<file path="config.mk">
export PLATFORM = sky130hd
export DESIGN_NAME = flat_face_normal_unit
export DESIGN_NICKNAME = d
export VERILOG_FILES = /design/src/hw/rtl/ffn_pkg.sv /design/src/hw/rtl/ffn_serial_mul.sv /design/src/hw/rtl/flat_face_normal_unit.sv
export SDC_FILE = /design/constraint.sdc
export NUM_CORES = 2
export LEC_CHECK = 0
export ABC_CLOCK_PERIOD_IN_PS = 14500
export BUFFER_PORTS_ARGS = -buffer_cell sky130_fd_sc_hd__buf_4
export CAP_MARGIN = 40
export CORE_MARGIN = 10
export CORE_UTILIZATION = 40
export DETAILED_ROUTE_END_ITERATION = 12
export GPL_ROUTABILITY_DRIVEN = 0
export GPL_TIMING_DRIVEN = 0
export PLACE_DENSITY = 0.64
export SLEW_MARGIN = 20
export SYNTH_ARGS = -nofsm -noshare
export SYNTH_HDL_FRONTEND = slang
export SYNTH_HIERARCHICAL = 1
export SYNTH_SLANG_ARGS = --single-unit
export TNS_END_PERCENT = 30
</file>
<file path="constraint.sdc">
create_clock -name clk -period 14.5 [get_ports clk]
set_input_delay 1.45 -clock clk [delete_from_list [all_inputs] [get_ports clk]]
set_output_delay 1.45 -clock clk [all_outputs]
set_load 0.005 [all_outputs]
</file>
<file path="src/hw/rtl/ffn_pkg.sv">
package ffn_pkg;

	localparam int CoordW = 24;
	localparam int EdgeW  = 25;
	localparam int CrossW = 51;
	localparam int MagW   = 50;
	localparam int FitW   = 30;
	localparam int SumW   = 62;
	localparam int RootW  = 31;
	localparam int NormW  = 16;
	localparam int IdxW   = 32;
	localparam int QuoW   = 15;
	localparam int NumW   = FitW + QuoW + 1;

	typedef enum logic [3:0] {
		ST_IDLE,
		ST_MUL,
		ST_MAG,
		ST_SHIFT,
		ST_SQ,
		ST_ROOT,
		ST_DIV,
		ST_EMIT
	} ffn_state_t;

	typedef logic signed [CoordW-1:0] coord_t;
	typedef logic signed [NormW-1:0]  norm_t;

endpackage

</file>
<file path="src/hw/rtl/ffn_serial_mul.sv">
module ffn_serial_mul #(
	parameter int AW = 32,
	parameter int BW = 32
) (
	input  logic               clk,
	input  logic               arst_n,
	input  logic               start,
	input  logic [AW-1:0]      a,
	input  logic [BW-1:0]      b,
	output logic               done,
	output logic [AW+BW-1:0]   p
);
	localparam int CW = $clog2(BW + 1);

	logic [AW+BW-1:0] acc_q;
	logic [AW+BW-1:0] a_q;
	logic [BW-1:0]    b_q;
	logic [CW-1:0]    cnt_q;
	logic             busy_q;

	always_ff @(posedge clk or negedge arst_n) begin
		if (!arst_n) begin
			busy_q <= 1'b0;
			cnt_q  <= '0;
		end else if (start) begin
			busy_q <= 1'b1;
			cnt_q  <= CW'(BW);
		end else if (busy_q) begin
			cnt_q <= cnt_q - 1'b1;
			if (cnt_q == CW'(1)) busy_q <= 1'b0;
		end
	end

	always_ff @(posedge clk) begin
		if (start) begin
			acc_q <= '0;
			a_q   <= {{BW{1'b0}}, a};
			b_q   <= b;
		end else if (busy_q) begin
			if (b_q[0]) acc_q <= acc_q + a_q;
			a_q <= a_q << 1;
			b_q <= b_q >> 1;
		end
	end

	// last partial product folded in on the done cycle
	assign done = busy_q && cnt_q == CW'(1);
	assign p    = acc_q + (b_q[0] ? a_q : '0);
endmodule

</file>
<file path="src/hw/rtl/flat_face_normal_unit.sv">
// Flat face normal: one triangle in (three Q12.12 corners), three vertices out
// (A, B, Q) with the shared Q1.14 unit normal and a running 32-bit index.
// Everything runs bit-serially through one shift-add multiplier, a
// restoring square root (one result bit per cycle) and a restoring divider
// (one quotient bit per cycle); an item passes through the six 25-bit
// cross-product multiplies, the range shifting, three 30-bit squares, the
// 31-step root and three 46-step divides before its first vertex (a
// degenerate triangle goes straight from the cross product to output). One
// triangle is in flight at a time; the three results then leave one per
// accepted cycle.
module flat_face_normal_unit (
	input  logic                          clk,
	input  logic                          arst_n,
	input  logic                          in_valid,
	output logic                          in_ready,
	input  ffn_pkg::coord_t               ax,
	input  ffn_pkg::coord_t               ay,
	input  ffn_pkg::coord_t               az,
	input  ffn_pkg::coord_t               bx,
	input  ffn_pkg::coord_t               by,
	input  ffn_pkg::coord_t               bz,
	input  ffn_pkg::coord_t               qx,
	input  ffn_pkg::coord_t               qy,
	input  ffn_pkg::coord_t               qz,
	input  logic                          new_mesh,
	output logic                          out_valid,
	input  logic                          out_ready,
	output ffn_pkg::coord_t               pos_x,
	output ffn_pkg::coord_t               pos_y,
	output ffn_pkg::coord_t               pos_z,
	output ffn_pkg::norm_t                norm_x,
	output ffn_pkg::norm_t                norm_y,
	output ffn_pkg::norm_t                norm_z,
	output logic [ffn_pkg::IdxW-1:0]      vert_index,
	output logic                          last_corner
);
	import ffn_pkg::*;

	ffn_state_t state_q, state_d;

	coord_t pa_q [3];
	coord_t pb_q [3];
	coord_t pq_q [3];
	logic signed [EdgeW-1:0] e1_q [3];
	logic signed [EdgeW-1:0] e2_q [3];
	logic signed [CrossW-1:0] c_q [3];
	logic [MagW-1:0] r_q [3];
	logic [2:0] neg_q;
	logic [SumW-1:0] sum_q;
	logic [NormW-1:0] nrm_q [3];
	logic [IdxW-1:0] cnt_q;
	logic [1:0] corner_q;
	logic [2:0] step_q;
	logic mul_busy_q;

	// multiplier
	logic mul_start;
	logic [MagW-1:0] mul_a, mul_b;
	logic mul_done;
	logic [MagW+FitW-1:0] mul_p;
	logic [EdgeW-1:0] ua, ub;
	logic sgn;

	ffn_serial_mul #(.AW(MagW), .BW(FitW)) u_mul (
		.clk(clk), .arst_n(arst_n), .start(mul_start),
		.a(mul_a), .b(mul_b[FitW-1:0]), .done(mul_done), .p(mul_p)
	);

	// cross product term selection: step 0..5
	logic signed [EdgeW-1:0] fa, fb;
	always_comb begin
		case (step_q)
			3'd0: begin fa = e1_q[1]; fb = e2_q[2]; end
			3'd1: begin fa = e1_q[2]; fb = e2_q[1]; end
			3'd2: begin fa = e1_q[2]; fb = e2_q[0]; end
			3'd3: begin fa = e1_q[0]; fb = e2_q[2]; end
			3'd4: begin fa = e1_q[0]; fb = e2_q[1]; end
			3'd5: begin fa = e1_q[1]; fb = e2_q[0]; end
			default: begin fa = '0; fb = '0; end
		endcase
		ua  = fa[EdgeW-1] ? EdgeW'(-fa) : EdgeW'(fa);
		ub  = fb[EdgeW-1] ? EdgeW'(-fb) : EdgeW'(fb);
		sgn = fa[EdgeW-1] ^ fb[EdgeW-1];
	end

	logic [1:0] sq_i;
	assign sq_i = step_q[1:0];

	always_comb begin
		mul_a = '0;
		mul_b = '0;
		if (state_q == ST_MUL) begin
			mul_a = MagW'(ua);
			mul_b = MagW'(ub);
		end else begin
			mul_a = r_q[sq_i];
			mul_b = r_q[sq_i];
		end
	end
	assign mul_start = !mul_busy_q && (state_q == ST_MUL || state_q == ST_SQ);

	logic signed [CrossW-1:0] prod_s;
	assign prod_s = sgn ? -CrossW'(mul_p[CrossW-1:0]) : CrossW'(mul_p[CrossW-1:0]);

	// magnitude max
	logic [MagW-1:0] mx;
	assign mx = (r_q[0] > r_q[1]) ? ((r_q[0] > r_q[2]) ? r_q[0] : r_q[2])
	                              : ((r_q[1] > r_q[2]) ? r_q[1] : r_q[2]);

	// square root: restoring, two bits of radicand per step
	logic [SumW-1:0] rad_q;
	logic [RootW+1:0] rem_q;
	logic [RootW-1:0] root_q;
	logic [5:0] it_q;
	logic [RootW+1:0] rem_sh, trial;
	logic [RootW-1:0] root_nx;
	assign rem_sh  = {rem_q[RootW-1:0], rad_q[SumW-1 -: 2]};
	assign trial   = {root_q, 2'b01};
	assign root_nx = {root_q[RootW-2:0], rem_sh >= trial};

	// divider: q = floor((r*2^15 + L) / (2L))
	logic [NumW-1:0] num_q;
	logic [RootW+1:0] drem_q;
	logic [QuoW+1:0] quo_q;
	logic [RootW+1:0] den;
	logic [RootW+1:0] drem_sh;
	assign den     = {1'b0, root_q, 1'b0};
	assign drem_sh = {drem_q[RootW:0], num_q[NumW-1]};

	always_comb begin
		state_d = state_q;
		case (state_q)
			ST_IDLE:  if (in_valid) state_d = ST_MUL;
			ST_MUL:   if (mul_done && step_q == 3'd5) state_d = ST_MAG;
			ST_MAG:   state_d = (c_q[0] == '0 && c_q[1] == '0 && c_q[2] == '0)
				? ST_EMIT : ST_SHIFT;
			ST_SHIFT: if (mx < MagW'(1 << FitW)) state_d = ST_SQ;
			ST_SQ:    if (mul_done && step_q == 3'd2) state_d = ST_ROOT;
			ST_ROOT:  if (it_q == 6'd30) state_d = ST_DIV;
			ST_DIV:   if (it_q == 6'(NumW - 1) && step_q == 3'd2) state_d = ST_EMIT;
			ST_EMIT:  if (out_ready && corner_q == 2'd2) state_d = ST_IDLE;
			default:  state_d = ST_IDLE;
		endcase
	end

	always_ff @(posedge clk or negedge arst_n) begin
		if (!arst_n) begin
			state_q    <= ST_IDLE;
			cnt_q      <= '0;
			corner_q   <= '0;
			step_q     <= '0;
			it_q       <= '0;
			mul_busy_q <= 1'b0;
		end else begin
			state_q <= state_d;
			if (mul_start) mul_busy_q <= 1'b1;
			else if (mul_done) mul_busy_q <= 1'b0;
			case (state_q)
				ST_IDLE: begin
					step_q <= '0;
					if (in_valid && new_mesh) cnt_q <= '0;
				end
				ST_MUL: if (mul_done) step_q <= (step_q == 3'd5) ? 3'd0 : step_q + 1'b1;
				ST_SQ: if (mul_done) begin
					step_q <= (step_q == 3'd2) ? 3'd0 : step_q + 1'b1;
					it_q   <= '0;
				end
				ST_ROOT: it_q <= (it_q == 6'd30) ? 6'd0 : it_q + 1'b1;
				ST_DIV: if (it_q == 6'(NumW - 1)) begin
					it_q   <= '0;
					step_q <= step_q + 1'b1;
				end else it_q <= it_q + 1'b1;
				ST_EMIT: if (out_ready) begin
					corner_q <= (corner_q == 2'd2) ? 2'd0 : corner_q + 1'b1;
					cnt_q    <= cnt_q + 1'b1;
				end
				default: ;
			endcase
		end
	end

	always_ff @(posedge clk) begin
		case (state_q)
			ST_IDLE: if (in_valid) begin
				pa_q[0] <= ax; pa_q[1] <= ay; pa_q[2] <= az;
				pb_q[0] <= bx; pb_q[1] <= by; pb_q[2] <= bz;
				pq_q[0] <= qx; pq_q[1] <= qy; pq_q[2] <= qz;
				e1_q[0] <= EdgeW'(bx) - EdgeW'(ax);
				e1_q[1] <= EdgeW'(by) - EdgeW'(ay);
				e1_q[2] <= EdgeW'(bz) - EdgeW'(az);
				e2_q[0] <= EdgeW'(qx) - EdgeW'(ax);
				e2_q[1] <= EdgeW'(qy) - EdgeW'(ay);
				e2_q[2] <= EdgeW'(qz) - EdgeW'(az);
				sum_q <= '0;
			end
			ST_MUL: if (mul_done) begin
				if (!step_q[0]) c_q[step_q[2:1]] <= prod_s;
				else c_q[step_q[2:1]] <= c_q[step_q[2:1]] - prod_s;
			end
			ST_MAG: for (int i = 0; i < 3; i++) begin
				neg_q[i] <= c_q[i][CrossW-1];
				r_q[i]   <= c_q[i][CrossW-1] ? MagW'(-c_q[i]) : MagW'(c_q[i]);
				nrm_q[i] <= '0;
			end
			ST_SHIFT: if (!(mx < MagW'(1 << FitW)))
				for (int i = 0; i < 3; i++) r_q[i] <= r_q[i] >> 1;
			ST_SQ: if (mul_done) begin
				sum_q <= sum_q + mul_p[SumW-1:0];
				if (step_q == 3'd2) begin
					rad_q  <= sum_q + mul_p[SumW-1:0];
					rem_q  <= '0;
					root_q <= '0;
				end
			end
			ST_ROOT: begin
				rad_q  <= rad_q << 2;
				root_q <= root_nx;
				if (rem_sh >= trial) rem_q <= rem_sh - trial;
				else rem_q <= rem_sh;
				if (it_q == 6'd30) begin
					num_q  <= NumW'({r_q[0][FitW-1:0], {QuoW{1'b0}}}) + NumW'(root_nx);
					drem_q <= '0;
					quo_q  <= '0;
				end
			end
			ST_DIV: begin
				if (it_q == 6'(NumW - 1)) begin
					nrm_q[step_q[1:0]] <= neg_q[step_q[1:0]]
						? NormW'(-{quo_q[QuoW-1:0], drem_sh >= den})
						: NormW'({quo_q[QuoW-1:0], drem_sh >= den});
					num_q  <= NumW'({r_q[step_q[1:0] + 2'd1][FitW-1:0], {QuoW{1'b0}}})
						+ NumW'(root_q);
					drem_q <= '0;
					quo_q  <= '0;
				end else begin
					num_q <= num_q << 1;
					if (drem_sh >= den) begin
						drem_q <= drem_sh - den;
						quo_q  <= {quo_q[QuoW:0], 1'b1};
					end else begin
						drem_q <= drem_sh;
						quo_q  <= {quo_q[QuoW:0], 1'b0};
					end
				end
			end
			default: ;
		endcase
	end

	assign in_ready  = state_q == ST_IDLE;
	assign out_valid = state_q == ST_EMIT;
	assign pos_x = (corner_q == 2'd0) ? pa_q[0] : (corner_q == 2'd1) ? pb_q[0] : pq_q[0];
	assign pos_y = (corner_q == 2'd0) ? pa_q[1] : (corner_q == 2'd1) ? pb_q[1] : pq_q[1];
	assign pos_z = (corner_q == 2'd0) ? pa_q[2] : (corner_q == 2'd1) ? pb_q[2] : pq_q[2];
	assign norm_x = nrm_q[0];
	assign norm_y = nrm_q[1];
	assign norm_z = nrm_q[2];
	assign vert_index  = cnt_q;
	assign last_corner = corner_q == 2'd2;

	a_corner_idle: assert property (@(posedge clk) disable iff (!arst_n)
		state_q == ST_IDLE |-> corner_q == 2'd0) else $error("corner not reset");
	a_emit_only: assert property (@(posedge clk) disable iff (!arst_n)
		out_valid |-> !in_ready) else $error("accept while emitting");
	a_last_done: assert property (@(posedge clk) disable iff (!arst_n)
		out_valid && out_ready && last_corner |=> state_q == ST_IDLE)
		else $error("no return to idle");
endmodule
</file>
# [Yosys cells after proc, flatten, opt, wreduce, memory -nomap -nowiden]
# Memories as Yosys holds them, arrays and structs flattened.
# Cells that the tools add are included.
[word_totals] reg_bits=526 ramBits=717 inputBits=221 out_inout_bits=155 wordCells=245 n_memories=8
[mem_list] memory="c_q" words=3 width=51 rd=4 rd_clocked_by_memory_dff=0 write_ports=1 line="flat_face_normal_unit.sv:46" rtl="logic signed [CrossW-1:0] c_q [3];"
[mem_list] memory="r_q" words=3 width=50 rd=5 rd_clocked_by_memory_dff=0 write_ports=3 line="flat_face_normal_unit.sv:47" rtl="logic [MagW-1:0] r_q [3];"
[mem_list] memory="e1_q" words=3 width=25 rd=3 rd_clocked_by_memory_dff=0 write_ports=3 line="flat_face_normal_unit.sv:44" rtl="logic signed [EdgeW-1:0] e1_q [3];"
[mem_list] memory="e2_q" words=3 width=25 rd=3 rd_clocked_by_memory_dff=0 write_ports=3 line="flat_face_normal_unit.sv:45" rtl="logic signed [EdgeW-1:0] e2_q [3];"
[mem_list] memory="pa_q" words=3 width=24 rd=3 rd_clocked_by_memory_dff=0 write_ports=3 line="flat_face_normal_unit.sv:41" rtl="coord_t pa_q [3];"
[mem_list] memory="pb_q" words=3 width=24 rd=3 rd_clocked_by_memory_dff=0 write_ports=3 line="flat_face_normal_unit.sv:42" rtl="coord_t pb_q [3];"
[mem_list] memory="2 more memories"
[op_classes] addsub=27 order_cmp=7 n_eq_ne=30 muxes=107 bitwise_logic=5 n_reduce_logical=41
[ops] cell="50-bit two-way mux" n=12
[ops] cell="62-bit two-way mux" n=5
[ops] cell="62-bit case mux with 2 select lines" n=2
[ops] cell="32-bit two-way mux" n=5
[ops] cell="31-bit two-way mux" n=5
[ops] cell="51-bit zero test" n=3
[ops] cell="50-bit > comparator" n=3
[ops] cell="50-bit negation" n=3
[ops] cell="25-bit case mux with 3 select lines" n=2
[ops] cell="24-bit by 24-bit subtractor with 25-bit output" n=6
[ops] cell="24-bit two-way mux" n=6
[ops] cell="32-bit case mux with 2 select lines" n=2
[ops] cell="62-bit adder" n=2
[ops] cell="31-bit case mux with 2 select lines" n=2
[ops] cell="51-bit two-way mux" n=2
[ops] cell="45-bit by 31-bit adder with 46-bit output" n=2
[ops] cell="46-bit two-way mux" n=2
[ops] cell="46-bit case mux with 2 select lines" n=1
[ops] cell="30-bit two-way mux" n=3
[ops] cell="80-bit adder" n=1
[ops] cell="51-bit negation" n=1
[ops] cell="51-bit subtractor" n=1
[ops] cell="50-bit by 31-bit < comparator with 1-bit output (second input constant)" n=1
[ops] cell="25-bit two-way mux" n=2
[ops] cell="other kinds (55)" n=143

# [Longest topological paths before layout]
# An unclocked memory read counts as a cell.
[logic_depth] depth_word=9 depth_mapped=35 mapped_depth_nobuf=32

# [Hierarchy]
# The synthesis kept the hierarchy.
[by_module_without_submodules] module="flat_face_normal_unit" n_inst=1 cells_per_inst=7008 area_each_um2=71597.4 seq_area_each_um2=32706.4
[by_module_without_submodules] module="ffn_serial_mul" n_inst=1 cells_per_inst=2243 area_each_um2=17855.9 seq_area_each_um2=4754.6

# [Least setup slack after synthesis]
# Ideal clock, no wire load.
[synth_path] path_kind="input -> register" start="input in_valid" end="register cnt_q[26], in the netlist vert_index[26]" setup_ns=0.078 t_arrival_ns=12.090 required_ns=14.422 setup_slack_ns=2.332 cell_stages=10 path_buffers=0 cell_sequence="and2_1 -> nand2_1 -> nand2_1 -> and3_1 -> nor2b_1 -> nand2_1 -> nor2_1 -> nand2_1 -> or3_1 -> a21oi_1"
[synth_via] elab_chain_cells=3
[synth_lines] item="start: declaration" line="flat_face_normal_unit.sv:14" rtl="input logic in_valid,"
[synth_lines] item="1-bit logical AND" line="flat_face_normal_unit.sv:161" rtl="if (in_valid && new_mesh) cnt_q <= '0;"
[synth_lines] item="2-bit by 1-bit != test with 1-bit output (no source line)"
[synth_lines] item="3-bit AND reduction (no source line)"
[synth_lines] item="end signal: assignment" line="flat_face_normal_unit.sv:175" rtl="cnt_q <= cnt_q + 1'b1;"
[synth_lines] item="end: declaration" line="flat_face_normal_unit.sv:51" rtl="logic [IdxW-1:0] cnt_q;"
# Every way passes these cells.
# A chain may end at the register's enable or synchronous reset.

# [Worst setup path after layout]
[layout_path] start="register u_mul.b_q[0]" end="memory c_q[0][49] (data pin)"
[layout_via] elab_chain_cells=6
[layout_lines] item="start: declaration" line="ffn_serial_mul.sv:17" rtl="logic [BW-1:0] b_q;"
[layout_lines] item="start signal: assignment" line="ffn_serial_mul.sv:42" rtl="b_q <= b_q >> 1;"
[layout_lines] item="62-bit two-way mux (*)" line="ffn_serial_mul.sv:48" rtl="assign p = acc_q + (b_q[0] ? a_q : '0);"
[layout_lines] item="62-bit adder (*)" line="ffn_serial_mul.sv:48"
[layout_lines] item="via mul_p[16]" line="flat_face_normal_unit.sv:60" rtl="logic [MagW+FitW-1:0] mul_p;"
[layout_lines] item="51-bit negation" line="flat_face_normal_unit.sv:103" rtl="assign prod_s = sgn ? -CrossW'(mul_p[CrossW-1:0]) : CrossW'(mul_p[CrossW-1:0]);"
[layout_lines] item="51-bit two-way mux (*)" line="flat_face_normal_unit.sv:103"
[layout_lines] item="51-bit subtractor" line="flat_face_normal_unit.sv:198" rtl="else c_q[step_q[2:1]] <= c_q[step_q[2:1]] - prod_s;"
[layout_lines] item="51-bit two-way mux (no source line) (*)"
[layout_lines] item="end: declaration" line="flat_face_normal_unit.sv:46"
# Mark *: on every way through the listed nets, which the timed path passes. The rest lies on a longest branch.

==> out/qor.yml <==
hp-start: "it_q[3]$_DFFE_PN0P_"
period_share_pct: 67.28
core_area_um2: 212500
place_hpwl_um: 237200
end_kind: "register"
synth_cells: 8719
ios: 376
fmax_ghz: 0.1025
critPathMaxStageDelay_ns: 0.64
placed_area_um2: 93400
fin_setup_tns_ns: 0
finalCriticalPeriod_ns: 9.756
die_w_um: 482.6
worstSetupPathType: "register to register"
clock_sinks: 1257
synth_fp_nets: 9596
arrival_ns: 10.35
worst_slack_ns: 4.744
start_util_pct: 40.28
startpoint_type: "register"
drtIter0Drc: 7864
cts_buffers: 148
worstHoldPathType: "register to register"
finalSetupViolations: 0
fin_nets: 10262
drc: 0
drive_above_1_share_pct: 11.13
synth_warnings: 6
startpoint: "u_mul/b_q[0]$_DFFE_PP_"
wirelength_um: 294700
vias: 73179
worst-path-max-fanout: 10
status: "finished, final reports clean"
via_per_inst: 5.934
r2r_start: "u_mul/b_q[0]$_DFFE_PP_"
grtUsageTotal_pct: 24.31
wl_per_cell_um: 23.89
clk_path_buf_depth: 3
cts_resized: 0
cts_setup_buffers: 0
worstPathRequired_ns: 15.09
relSlewSlack_pct: 27.52
avgSynthCellArea_um2: 9.818
skew_ns: 0.06000
antenna_found_initial: 11
grt_max_degree: 61
drv_slew: 0
tightestPinTransition_ns: 1.060
dieArea_um2: 232900
ctsRootBufferMaster: "clkbuf_16"
overflow: 0
portBuffers: 375
die_y_um: 482.6
cts_tree: "yes"
synth.cell_area_um2: 85600
insertion_delay_ns: 0.83
finish.utilization_pct: 46.37
grt_pass1_wl_um: 437000
max_cap_viol_count: 0
finalHoldViolations: 0
ant_nets: 0
drt-pass1-iter-count: 8
rsz0062_at_grt: "false"
cts.clk_slew.worst_paths_ns: 0.06
final_cell_area_um2: 98530
htree_levels: 4
row_count: 169
syn_to_final_growth_pct: 15.10
grt_pass1_vias: 70406
cts_hold_repair.buffers: 0
crit_path_top_delay_cell: "a2111oi_0"
place_ws_ns: 4.941
## final timing paths
kind / endpoint / slack (ns) / depth (start not counted)
worst min register to register: it_q[3]$_DFFE_PN0P_ / 0.48 / 1
max in group asynchronous: vert_index[18]$_DFFE_PN0P_ / 13.24 / 2
min in group asynchronous: it_q[2]$_DFFE_PN0P_ / 0.56 / 1
worst max register to register: c_q[0][49]$_DFFE_PP_ / 4.74 / 31
worst min-delay path: it_q[3]$_DFFE_PN0P_ / 0.48 / 1
worst max-delay path: c_q[0][49]$_DFFE_PP_ / 4.74 / 31
## through the flow
step | hold WS (ns) | cells
2_1_floorplan | 0.4376 | 8719
4_1_cts | 0.4820 | 12304
5_1_grt | 0.4969 | 12327
6_report | 0.4803 | 12333
3_5_place_dp | 0.4672 | 12034
3_3_place_gp | 0.4560 | 11915
## worst max-delay path: cells and delay by family, from the launching register on
kind	cells	cell delay, ns
AOI/OAI and AO/OA	14	4.22
xor gates and xnor gates	2	0.60
and+or+nand+nor	7	2.27
adders and majority gates	3	0.79
buffers and inverters	5	1.29
DFF	1	0.34
## per-layer routing
layer | global-route usage [%] | up-vias | wire length [um]
li1 | - | 33692 | -
met1 | 31.84 | 35222 | 121000
met2 | 38.11 | 3624 | 130000
met3 | 5.906 | 635 | 29180
met4 | 10.83 | 6 | 14390
met5 | 0 | - | 50
## layout by cell type (no fill, tap or decap), drive strengths merged, types with 147 or more instances in the layout
cell type     n
edfxtp     1130
nand2       870
o21ai       669
a21oi       666
ha          643
nor2        608
buf         581
clkbuf      515
xnor2       448
inv         404
a21o        260
xor2        245
nand3       230
mux2i       168
nor3        147
## state kept, by name, summed over array words and instances, names as in the netlist, 5 cells and up
| signal | count |
|---|---|
| u_mul/a_q | 62 |
| rem_q | 31 |
| u_mul/acc_q | 62 |
| vert_index | 32 |
| num_q | 46 |
| it_q | 6 |
| pq_q | 72 |
| r_q | 150 |
| u_mul/cnt_q | 5 |
| root_q | 31 |
| sum_q | 62 |
| e2_q | 75 |
| drem_q | 32 |
| rad_q | 62 |
| u_mul/b_q | 30 |
| pa_q | 72 |
| nrm_q | 48 |
| e1_q | 75 |
| pb_q | 72 |
| c_q | 204 |
| quo_q | 15 |
## final cells by class
class | instances | area [um^2]
Antenna cell | 7 | 17.52
Buffer | 400 | 1545
Clock buffer | 181 | 3887
Clock inverter | 89 | 1033
Fill cell | 19680 | 114000
Inverter | 396 | 1486
Multi-Input combinational cell | 6666 | 45980
Sequential cell | 1257 | 36740
Tap cell | 2821 | 3530
Timing Repair Buffer | 516 | 4317
Power is not shown: default switching activity piles up to over one toggle a cycle in this logic, so the estimate is an artifact.
